===== src/rtl/apbo_pkg.sv =====
`timescale 1ns / 1ps
// ----------------------------------------------------------------------------
// APNG blend-over package
// Shared types and constants for the pixel compositing pipeline.
// ----------------------------------------------------------------------------
package apbo_pkg;

  // One 8-bit color or alpha channel.
  typedef logic [7:0] chan_t;

  // BGRA pixel as it travels through the pipeline.
  typedef struct packed {
    chan_t blue;
    chan_t green;
    chan_t red;
    chan_t alpha;
  } pixel_t;

  // Alpha codes with a special meaning.
  localparam chan_t ALPHA_OPAQUE = 8'd255;
  localparam chan_t ALPHA_CLEAR  = 8'd0;

  // Color channels that go through the divider: blue, green, red.
  localparam int COLOR_CHANS = 3;
  localparam int CH_BLUE     = 0;
  localparam int CH_GREEN    = 1;
  localparam int CH_RED      = 2;

  // Weight and numerator widths and the divider stage count.
  localparam int WGT_W = 16;            // u, v and u+v
  localparam int NUM_W = 24;            // s*u + d*v
  localparam int DIV_STAGES = 8;        // one quotient bit per stage

  typedef logic [WGT_W-1:0] wgt_t;
  typedef logic [NUM_W-1:0] num_t;

endpackage


===== src/rtl/apng_pixel_blend_over_top.sv =====
`timescale 1ns / 1ps
// ----------------------------------------------------------------------------
// APNG pixel blend-over compositor
// Composites one frame pixel onto one canvas pixel per clock while the output is not held, BGRA 8-bit.
// ----------------------------------------------------------------------------
// The block takes one pixel pair per clock and presents the composited canvas
// pixels on the output in order. Each pixel passes twelve register stages:
// three that classify the pixel, form the weights and build the numerators,
// eight of the per-channel restoring divider, which resolves one quotient bit
// per stage, and the output register. The whole pipeline holds while a
// finished result waits on out_ready, so in_ready follows the output side.
// The blend_over register (reset 1) selects source copy (0) or blend over the
// canvas (1); it is written by a cfg_valid/cfg_ready transfer, always ready.
module apng_pixel_blend_over_top (
  input  logic           clk,
  input  logic           rst_n,
  // Configuration
  input  logic           cfg_valid,
  output logic           cfg_ready,
  input  logic           cfg_blend_over,
  // Input pixel pair
  input  logic           in_valid,
  output logic           in_ready,
  input  apbo_pkg::chan_t in_src_blue,
  input  apbo_pkg::chan_t in_src_green,
  input  apbo_pkg::chan_t in_src_red,
  input  apbo_pkg::chan_t in_src_alpha,
  input  apbo_pkg::chan_t in_dst_blue,
  input  apbo_pkg::chan_t in_dst_green,
  input  apbo_pkg::chan_t in_dst_red,
  input  apbo_pkg::chan_t in_dst_alpha,
  // Composited pixel
  output logic           out_valid,
  input  logic           out_ready,
  output apbo_pkg::chan_t out_blue,
  output apbo_pkg::chan_t out_green,
  output apbo_pkg::chan_t out_red,
  output apbo_pkg::chan_t out_alpha
);
  import apbo_pkg::*;

  // Pipeline advance: every stage moves when the output is free or taken.
  logic adv;
  logic blend_over_r;

  assign adv       = !out_valid || out_ready;
  assign in_ready  = adv;
  assign cfg_ready = 1'b1;

  // Mode register.
  always_ff @(posedge clk) begin
    if (!rst_n) begin
      blend_over_r <= 1'b1;
    end else if (cfg_valid && cfg_ready) begin
      blend_over_r <= cfg_blend_over;
    end
  end

  // --------------------------------------------------------------------------
  // Stage 1: classify the pixel and form the weights u and v.
  // --------------------------------------------------------------------------
  logic   s1_valid_r;
  logic   s1_blend_r, s1_blend_nxt;
  pixel_t s1_pix_r, s1_pix_nxt;
  chan_t  s1_sc_r [COLOR_CHANS];
  chan_t  s1_dc_r [COLOR_CHANS];
  wgt_t   s1_u_r, s1_u_nxt;
  wgt_t   s1_v_r, s1_v_nxt;
  logic   copy_src, keep_dst;
  pixel_t src_pix, dst_pix;
  chan_t  inv_sa;

  always_comb begin
    src_pix  = '{blue: in_src_blue, green: in_src_green, red: in_src_red,
                 alpha: in_src_alpha};
    dst_pix  = '{blue: in_dst_blue, green: in_dst_green, red: in_dst_red,
                 alpha: in_dst_alpha};
    // Source wins in copy mode, when opaque, or when not clear over a clear canvas.
    copy_src = !blend_over_r || (in_src_alpha == ALPHA_OPAQUE) ||
               ((in_src_alpha != ALPHA_CLEAR) && (in_dst_alpha == ALPHA_CLEAR));
    keep_dst = (in_src_alpha == ALPHA_CLEAR);
    s1_blend_nxt = !copy_src && !keep_dst;
    s1_pix_nxt   = copy_src ? src_pix : dst_pix;
    inv_sa       = ALPHA_OPAQUE - in_src_alpha;
    // u = sa * 255 as a shift and subtract; v = (255 - sa) * da.
    s1_u_nxt = {in_src_alpha, 8'd0} - {8'd0, in_src_alpha};
    s1_v_nxt = wgt_t'(inv_sa) * wgt_t'(in_dst_alpha);
  end

  always_ff @(posedge clk) begin
    if (!rst_n) begin
      s1_valid_r <= 1'b0;
    end else if (adv) begin
      s1_valid_r <= in_valid;
    end
  end

  always_ff @(posedge clk) begin
    if (adv) begin
      s1_blend_r         <= s1_blend_nxt;
      s1_pix_r           <= s1_pix_nxt;
      s1_u_r             <= s1_u_nxt;
      s1_v_r             <= s1_v_nxt;
      s1_sc_r[CH_BLUE]   <= in_src_blue;
      s1_sc_r[CH_GREEN]  <= in_src_green;
      s1_sc_r[CH_RED]    <= in_src_red;
      s1_dc_r[CH_BLUE]   <= in_dst_blue;
      s1_dc_r[CH_GREEN]  <= in_dst_green;
      s1_dc_r[CH_RED]    <= in_dst_red;
    end
  end

  // --------------------------------------------------------------------------
  // Stage 2: weighted products per channel and the weight sum.
  // --------------------------------------------------------------------------
  logic   s2_valid_r;
  logic   s2_blend_r;
  pixel_t s2_pix_r;
  wgt_t   s2_sum_r, s2_sum_nxt;
  num_t   s2_ps_r [COLOR_CHANS];
  num_t   s2_pd_r [COLOR_CHANS];
  num_t   s2_ps_nxt [COLOR_CHANS];
  num_t   s2_pd_nxt [COLOR_CHANS];

  always_comb begin
    s2_sum_nxt = s1_u_r + s1_v_r;
    for (int c = 0; c < COLOR_CHANS; c++) begin
      s2_ps_nxt[c] = num_t'(s1_sc_r[c]) * num_t'(s1_u_r);
      s2_pd_nxt[c] = num_t'(s1_dc_r[c]) * num_t'(s1_v_r);
    end
  end

  always_ff @(posedge clk) begin
    if (!rst_n) begin
      s2_valid_r <= 1'b0;
    end else if (adv) begin
      s2_valid_r <= s1_valid_r;
    end
  end

  always_ff @(posedge clk) begin
    if (adv) begin
      s2_blend_r <= s1_blend_r;
      s2_pix_r   <= s1_pix_r;
      s2_sum_r   <= s2_sum_nxt;
      s2_ps_r    <= s2_ps_nxt;
      s2_pd_r    <= s2_pd_nxt;
    end
  end

  // --------------------------------------------------------------------------
  // Stage 3: numerators and the blended alpha, sum / 255.
  // --------------------------------------------------------------------------
  logic             s3_valid_r;
  logic             s3_blend_r;
  pixel_t           s3_pix_r, s3_pix_nxt;
  wgt_t             s3_sum_r;
  num_t             s3_num_r [COLOR_CHANS];
  num_t             s3_num_nxt [COLOR_CHANS];
  logic [WGT_W:0]   alpha_acc;

  always_comb begin
    for (int c = 0; c < COLOR_CHANS; c++) begin
      s3_num_nxt[c] = s2_ps_r[c] + s2_pd_r[c];
    end
    // Exact floor(x / 255) for x up to 65025, the largest weight sum: (x + 1 + (x >> 8)) >> 8.
    alpha_acc  = {1'b0, s2_sum_r} + (WGT_W+1)'(1) + {9'd0, s2_sum_r[WGT_W-1:8]};
    s3_pix_nxt = s2_pix_r;
    if (s2_blend_r) begin
      s3_pix_nxt.alpha = alpha_acc[15:8];
    end
  end

  always_ff @(posedge clk) begin
    if (!rst_n) begin
      s3_valid_r <= 1'b0;
    end else if (adv) begin
      s3_valid_r <= s2_valid_r;
    end
  end

  always_ff @(posedge clk) begin
    if (adv) begin
      s3_blend_r <= s2_blend_r;
      s3_pix_r   <= s3_pix_nxt;
      s3_sum_r   <= s2_sum_r;
      s3_num_r   <= s3_num_nxt;
    end
  end

  // --------------------------------------------------------------------------
  // Divider: restoring division, one quotient bit per stage, MSB first.
  // The quotient is known to fit in 8 bits, so the first stage tries sum << 7.
  // --------------------------------------------------------------------------
  logic   dv_valid_r [DIV_STAGES];
  logic   dv_blend_r [DIV_STAGES];
  pixel_t dv_pix_r   [DIV_STAGES];
  wgt_t   dv_sum_r   [DIV_STAGES];
  num_t   dv_rem_r   [DIV_STAGES][COLOR_CHANS];
  chan_t  dv_quo_r   [DIV_STAGES][COLOR_CHANS];

  for (genvar j = 0; j < DIV_STAGES; j++) begin : g_div
    localparam int BIT = DIV_STAGES - 1 - j;

    logic   valid_in, blend_in;
    pixel_t pix_in;
    wgt_t   sum_in;
    num_t   rem_in [COLOR_CHANS];
    chan_t  quo_in [COLOR_CHANS];
    num_t   dvs;
    num_t   rem_nxt [COLOR_CHANS];
    chan_t  quo_nxt [COLOR_CHANS];

    // Stage input comes from the numerator stage or the previous bit.
    if (j == 0) begin : g_first
      always_comb begin
        valid_in = s3_valid_r;
        blend_in = s3_blend_r;
        pix_in   = s3_pix_r;
        sum_in   = s3_sum_r;
        for (int c = 0; c < COLOR_CHANS; c++) begin
          rem_in[c] = s3_num_r[c];
          quo_in[c] = '0;
        end
      end
    end else begin : g_next
      always_comb begin
        valid_in = dv_valid_r[j-1];
        blend_in = dv_blend_r[j-1];
        pix_in   = dv_pix_r[j-1];
        sum_in   = dv_sum_r[j-1];
        for (int c = 0; c < COLOR_CHANS; c++) begin
          rem_in[c] = dv_rem_r[j-1][c];
          quo_in[c] = dv_quo_r[j-1][c];
        end
      end
    end

    // Trial subtract of the shifted divisor on each channel.
    always_comb begin
      dvs = {{(NUM_W-WGT_W){1'b0}}, sum_in} << BIT;
      for (int c = 0; c < COLOR_CHANS; c++) begin
        if (rem_in[c] >= dvs) begin
          rem_nxt[c] = rem_in[c] - dvs;
          quo_nxt[c] = {quo_in[c][6:0], 1'b1};
        end else begin
          rem_nxt[c] = rem_in[c];
          quo_nxt[c] = {quo_in[c][6:0], 1'b0};
        end
      end
    end

    always_ff @(posedge clk) begin
      if (!rst_n) begin
        dv_valid_r[j] <= 1'b0;
      end else if (adv) begin
        dv_valid_r[j] <= valid_in;
      end
    end

    always_ff @(posedge clk) begin
      if (adv) begin
        dv_blend_r[j] <= blend_in;
        dv_pix_r[j]   <= pix_in;
        dv_sum_r[j]   <= sum_in;
        dv_rem_r[j]   <= rem_nxt;
        dv_quo_r[j]   <= quo_nxt;
      end
    end
  end

  // --------------------------------------------------------------------------
  // Output register: blended colors take the quotients.
  // --------------------------------------------------------------------------
  localparam int LAST = DIV_STAGES - 1;

  logic   out_valid_r;
  pixel_t out_pix_r, out_pix_nxt;

  always_comb begin
    out_pix_nxt = dv_pix_r[LAST];
    if (dv_blend_r[LAST]) begin
      out_pix_nxt.blue  = dv_quo_r[LAST][CH_BLUE];
      out_pix_nxt.green = dv_quo_r[LAST][CH_GREEN];
      out_pix_nxt.red   = dv_quo_r[LAST][CH_RED];
    end
  end

  always_ff @(posedge clk) begin
    if (!rst_n) begin
      out_valid_r <= 1'b0;
    end else if (adv) begin
      out_valid_r <= dv_valid_r[LAST];
    end
  end

  always_ff @(posedge clk) begin
    if (adv) begin
      out_pix_r <= out_pix_nxt;
    end
  end

  assign out_valid = out_valid_r;
  assign out_blue  = out_pix_r.blue;
  assign out_green = out_pix_r.green;
  assign out_red   = out_pix_r.red;
  assign out_alpha = out_pix_r.alpha;

endmodule


===== config.mk =====
export PLATFORM = sky130hd
export DESIGN_NAME = apng_pixel_blend_over_top
export DESIGN_NICKNAME = d
export VERILOG_FILES = /design/src/rtl/apbo_pkg.sv /design/src/rtl/apng_pixel_blend_over_top.sv
export SDC_FILE = /design/constraint.sdc
export NUM_CORES = 2
export LEC_CHECK = 0
export ABC_AREA = 1
export BUFFER_PORTS_ARGS = -buffer_cell sky130_fd_sc_hd__buf_2
export CORE_MARGIN = 2
export CORE_UTILIZATION = 65
export DETAILED_ROUTE_END_ITERATION = 8
export GPL_TIMING_DRIVEN = 0
export MAX_ROUTING_LAYER = met4
export PLACE_DENSITY = 0.86
export SLEW_MARGIN = 40
export SYNTH_ARGS = -nofsm -noshare
export SYNTH_HDL_FRONTEND = slang
export SYNTH_SLANG_ARGS = --single-unit

===== constraint.sdc =====
create_clock -name clk -period 52.3 [get_ports clk]
set_input_delay 7.845 -clock clk [delete_from_list [all_inputs] [get_ports clk]]
set_output_delay 7.845 -clock clk [all_outputs]
set_load 0.02 [all_outputs]

=== Word level (Yosys, flattened, before mapping) ===
Memory sizes are Yosys's and may differ from the RTL's. A register that Yosys moved wholly into a read port is not among the register bits.
Index checks and enable logic that the tools add are counted.

* Register bits: 415
* Memory bits (writable): 1216
* Input port bits: 70
* Output and inout port bits: 35
* Logic and storage cells: 193
* Memories kept: 8

{| class="wikitable"
|+ Memory list
! memory !! depth !! width !! read ports !! clocked after memory_dff !! wr ports !! RTL line !! RTL
|-
| dv_rem_r || 8 || 72 || 7 || 0 || 8 || apng_pixel_blend_over_top.sv:199 || <nowiki>num_t dv_rem_r [DIV_STAGES][COLOR_CHANS];</nowiki>
|-
| dv_pix_r || 8 || 32 || 8 || 0 || 8 || apng_pixel_blend_over_top.sv:197 || <nowiki>pixel_t dv_pix_r [DIV_STAGES];</nowiki>
|-
| dv_quo_r || 8 || 24 || 8 || 0 || 8 || apng_pixel_blend_over_top.sv:200 || <nowiki>chan_t dv_quo_r [DIV_STAGES][COLOR_CHANS];</nowiki>
|-
| dv_sum_r || 8 || 16 || 7 || 0 || 8 || apng_pixel_blend_over_top.sv:198 || <nowiki>wgt_t dv_sum_r [DIV_STAGES];</nowiki>
|-
| s1_dc_r || 3 || 8 || 3 || 0 || 3 || apng_pixel_blend_over_top.sv:66 || <nowiki>chan_t s1_dc_r [COLOR_CHANS];</nowiki>
|-
| s1_sc_r || 3 || 8 || 3 || 0 || 3 || apng_pixel_blend_over_top.sv:65 || <nowiki>chan_t s1_sc_r [COLOR_CHANS];</nowiki>
|-
| +2 memories || n/a || n/a || n/a || n/a || n/a || n/a ||
|}

* $add $sub $neg: 32
* Multiply operators: 7
* Order comparisons: 24
* Equal/unequal tests: 1
* Muxes and demuxes: 64
* Bitwise logic cells: 8
* Reductions and logical operators: 13

{| class="wikitable"
|+ Operator list
! cell !! count
|-
| two-way mux 24 bit || 25
|-
| multiplier 8 x 16 -> 24 bit || 6
|-
| adder 24 bit || 3
|-
| greater-or-equal comparator 24 x 16 -> 1 bit || 3
|-
| greater-or-equal comparator 24 x 17 -> 1 bit || 3
|-
| greater-or-equal comparator 24 x 18 -> 1 bit || 3
|-
| greater-or-equal comparator 24 x 19 -> 1 bit || 3
|-
| greater-or-equal comparator 24 x 20 -> 1 bit || 3
|-
| greater-or-equal comparator 24 x 21 -> 1 bit || 3
|-
| greater-or-equal comparator 24 x 22 -> 1 bit || 3
|-
| greater-or-equal comparator 24 x 23 -> 1 bit || 3
|-
| subtractor 24 x 16 -> 24 bit || 3
|-
| subtractor 24 x 17 -> 24 bit || 3
|-
| subtractor 24 x 18 -> 24 bit || 3
|-
| subtractor 24 x 19 -> 24 bit || 3
|-
| subtractor 24 x 20 -> 24 bit || 3
|-
| subtractor 24 x 21 -> 24 bit || 3
|-
| subtractor 24 x 22 -> 24 bit || 3
|-
| subtractor 24 x 23 -> 24 bit || 3
|-
| two-way mux 1 bit || 37
|-
| two-way mux 32 bit || 1
|-
| adder 16 x 1 -> 16 bit, second input constant || 1
|-
| adder 16 bit || 1
|-
| adder 16 x 8 -> 16 bit || 1
|-
| other kinds (11) || 26
|}

=== Longest topological paths before layout ===
* Depth after elaboration: 6
* Mapped depth: 23
* Depth with buffers taken out: 21

=== Worst setup path before layout ===
No wires, ideal clock.

* Path kind: input port to output port
* Start point: input out_ready
* End point: output in_ready
* Arrival: 35706 ps
* Required time: 44455 ps
* Slack: 8749 ps
* Cell stages on the path: 2
* Path buffers: 0
* Path through: nor2_1 -> inv_1

* Word-level cells in the longest chain between the ends: 1

{| class="wikitable"
|+ Ends and longest elaborated chain
! element !! RTL line !! RTL
|-
| start: declaration || apng_pixel_blend_over_top.sv:34 || <nowiki>input logic out_ready,</nowiki>
|-
| logical OR 1 bit || apng_pixel_blend_over_top.sv:46 || <nowiki>assign adv = !out_valid || out_ready;</nowiki>
|-
| end: declaration || apng_pixel_blend_over_top.sv:23 || <nowiki>output logic in_ready,</nowiki>
|}

No other way between the ends.

=== Worst setup path after layout ===
Ends and elaborated chain as after synthesis.

==> qor.csv <==
metric,value,unit
failing checks,design-rule violations,
nets,15661,
Worst Setup Start Kind,input port,
drt via density,5.533,
first-pass GRT wire length,509.2,mm
DR WL/cell,20.26,um
dpl cells,16403,
CTS tree,built,
Initial Utilization,0.6553,
"area leader, netlist",edfxtp_1,
outcome,finished with violations,
fin area,0.1217,sq mm
clk_lat worst skew,0.86,ns
I/O Buffers,98,
Yosys cell types,57,
critical path class,in2out,
pin count of the biggest net entering global routing,87,
RSZ-0062 raised after global routing,false,
Worst-Margin Slew,0.9975,ns
Critical Path RT,44.46,ns
Synth Instances,13976,
Slew Limit Fails,0,
global route overflow,0,
Routed Antenna Nets,0,
post_cts resized,0,
CTS sink cnt,1460,
Final Hold Fails,0,
highest clock rate,0.05556,GHz
Final setup viols,0,
die footprint,0.1765,sq mm
Worst-path clk slew,0.08,ns
DP Area,0.1165,sq mm
Critical Path Fanout Max,83,
vias in the first global route,88944,
Post-CTS Setup Bufs,0,
HP Class,reg2reg,
reg2reg start,s1_v_r[6],
syn_area_per_cell,8.052,sq um
initial detailed-routing violation count,9581,
Crit-path slowest cell,buf_16,
sequential area share after synthesis,0.3890,
Mapped Nets,15388,
fin util,0.7087,
Placer Congestion,1.038,
hold_sp,dv_pix_r[1][15],
largest cells by area after synthesis,"edfxtp_1 39%, nand2_1 16%, fa_1 10%, inv_1 9.8%, ha_1 8.6%",
reg2reg setup slack,46.29,ns
Setup Skew,0.05015,ns
DIE HEIGHT,420.1,um
Final Non-Filler Cells,16702,
HPWL after DPL,266.7,mm
# hold bufs at CTS,0,
Post-synth ARST share,0,
"Primary FF master, synth",edfxtp_1,
CP bufs+invs,7,
Area Overhead vs Synth,8.144,%
Die X,420.1,um
Post-Route WL,338.4,mm
initial antenna violation count,13,
Setup crit end kind,primary output,
DR vias,92406,
critical path's largest stage delay,0.38,ns
Post-route DRC,7,
Synth warnings,0,
max-cap check violation count,0,
crit-path most repeated cell,buf_16,
crit share post-route,0.3442,
Slew headroom,0.3350,
TritonCTS Buffers,154,
CP cell instances,buf_2 > nor2_1 > inv_8 > buf_16 > buf_16 > buf_16 > buf_16 > buf_2,
register bit total from synthesis,1460,
clock buffer depth,3,
post-synth top area share,0.3880,
core box area,0.1717,sq mm
layout cells sized above 1,0.04298,
Post-synth EDFFs,1454,
FP Rows,152,
Clock H-tree levels,4,
Top Ports,105,
1st-pass router iterations,9,
min Tclk post-route,18.00,ns
cell family with most CP delay,buffers and inverters,
CP startpoint,out_ready,
Mapped Area,0.1125,sq mm
GR Util All Layers,0.3970,
"Arr. time, crit path",10.16,ns
CTS Root Buffer Type,clkbuf_16,
cell usage after synthesis, types with 137 or more instances:
library cell and instances:
nor2_1 841, o21ai_0 213, edfxtp_1 1454, a21oi_1 523
inv_1 2939, nand4_1 137, nand3_1 699, clkbuf_1 169
ha_1 777, nand2_1 4790, fa_1 565, xor2_1 249
kinds of logic after synthesis:
kind of cell / Yosys count / share of synthesized area
compound gates: 841 / 0.03999
xor+xnor: 345 / 0.02685
fa+ha+maj: 1342 / 0.1869
buf+inv: 3207 / 0.1102
simple gates: 6756 / 0.2446
flops: 1460 / 0.3890
other cells: 1 / 0.00003332
mux: 24 / 0.002401
layout make-up:
type	count	area [sq um]
clock buffers	184	4009
clock inverters	102	1187
fillers	13580	50030
repair buffers	117	1013
multi-input cells	9309	56370
flip-flops and latches	1460	43780
plain buffers	246	1289
well taps	2310	2890
inverters	2961	11130
diodes	13	32.53
flip-flops by register name, summed over array words and instances, names as in the netlist, 72 cells and up:
signal        cells
dv_sum_r        112
dv_rem_r        504
g_div.rem_in     72
s2_ps_r          72
dv_quo_r        108
s2_pd_r          72
dv_pix_r        256
per-stage QoR:
| step | worst slack [ns] | hold slack (ns) | setup TNS (ns) |
|---|---|---|---|
| global route | 34.16 | 0.4149 | 0 |
| detailed placement | 34.32 | 0.4045 | 0 |
| floorplan | 8.749 | 0.4003 | 0 |
| global placement | -4.633 | 0.4002 | -27.91 |
| CTS | 34.32 | 0.3993 | 0 |
| finish | 34.30 | 0.4032 | 0 |
layer usage:
layer / wire length [um] / vias to the layer above / part of all wire / track usage
met3: 28760 / 1352 / 0.085 / 0.07731
met4: 30180 / 0 / 0.089 / 0.2877
met2: 156100 / 4453 / 0.46 / 0.6209
met1: 123300 / 42540 / 0.36 / 0.4586
li1: - / 44061 / - / -
met5: 0 / - / 0 / -
layout by cell type (no fill, tap or decap), types with 34 or more instances in the layout:
cell type | synthesis | final
a21oi_1 | 523 | 523
fa_1 | 565 | 565
o21ai_0 | 213 | 213
xnor2_1 | 96 | 95
nor2_1 | 841 | 841
nand2_1 | 4790 | 4790
edfxtp_1 | 1454 | 1454
buf_2 | 25 | 123
xor2_1 | 249 | 248
clkbuf_16 | 0 | 156
clkbuf_1 | 169 | 189
nand4_1 | 137 | 137
nand3_1 | 699 | 699
ha_1 | 777 | 777
nand2_2 | 34 | 34
nand3b_1 | 51 | 51
nor3_1 | 90 | 90
inv_1 | 2939 | 2938
path summary, 6_finish.rpt:
path / endpoint / cells past startpoint
worst max-delay path: in_ready / 8
worst min-delay path: dv_pix_r[1][47] / 0
worst max register to register: s2_pd_r[40] / 16
worst min register to register: dv_pix_r[1][47] / 0
worst register-to-register path: stages, from the launching register on:
cell	delay (ns)
edfxtp_1	0.69
clkbuf_1	0.75
nand2_1	0.19
inv_1	0.13
fa_1	0.46
fa_1	0.46
fa_1	0.52
inv_1	0.05
fa_1	0.47
inv_1	0.04
ha_1	0.36
a21oi_1	0.25
a21boi_0	0.32
nor2_1	0.07
nor2_1	0.11
nand2_1	0.07
xor2_1	0.73
Power is left out: the tool's default activity adds up to more than one toggle a clock period on the data nets, which glitch-free logic cannot reach.
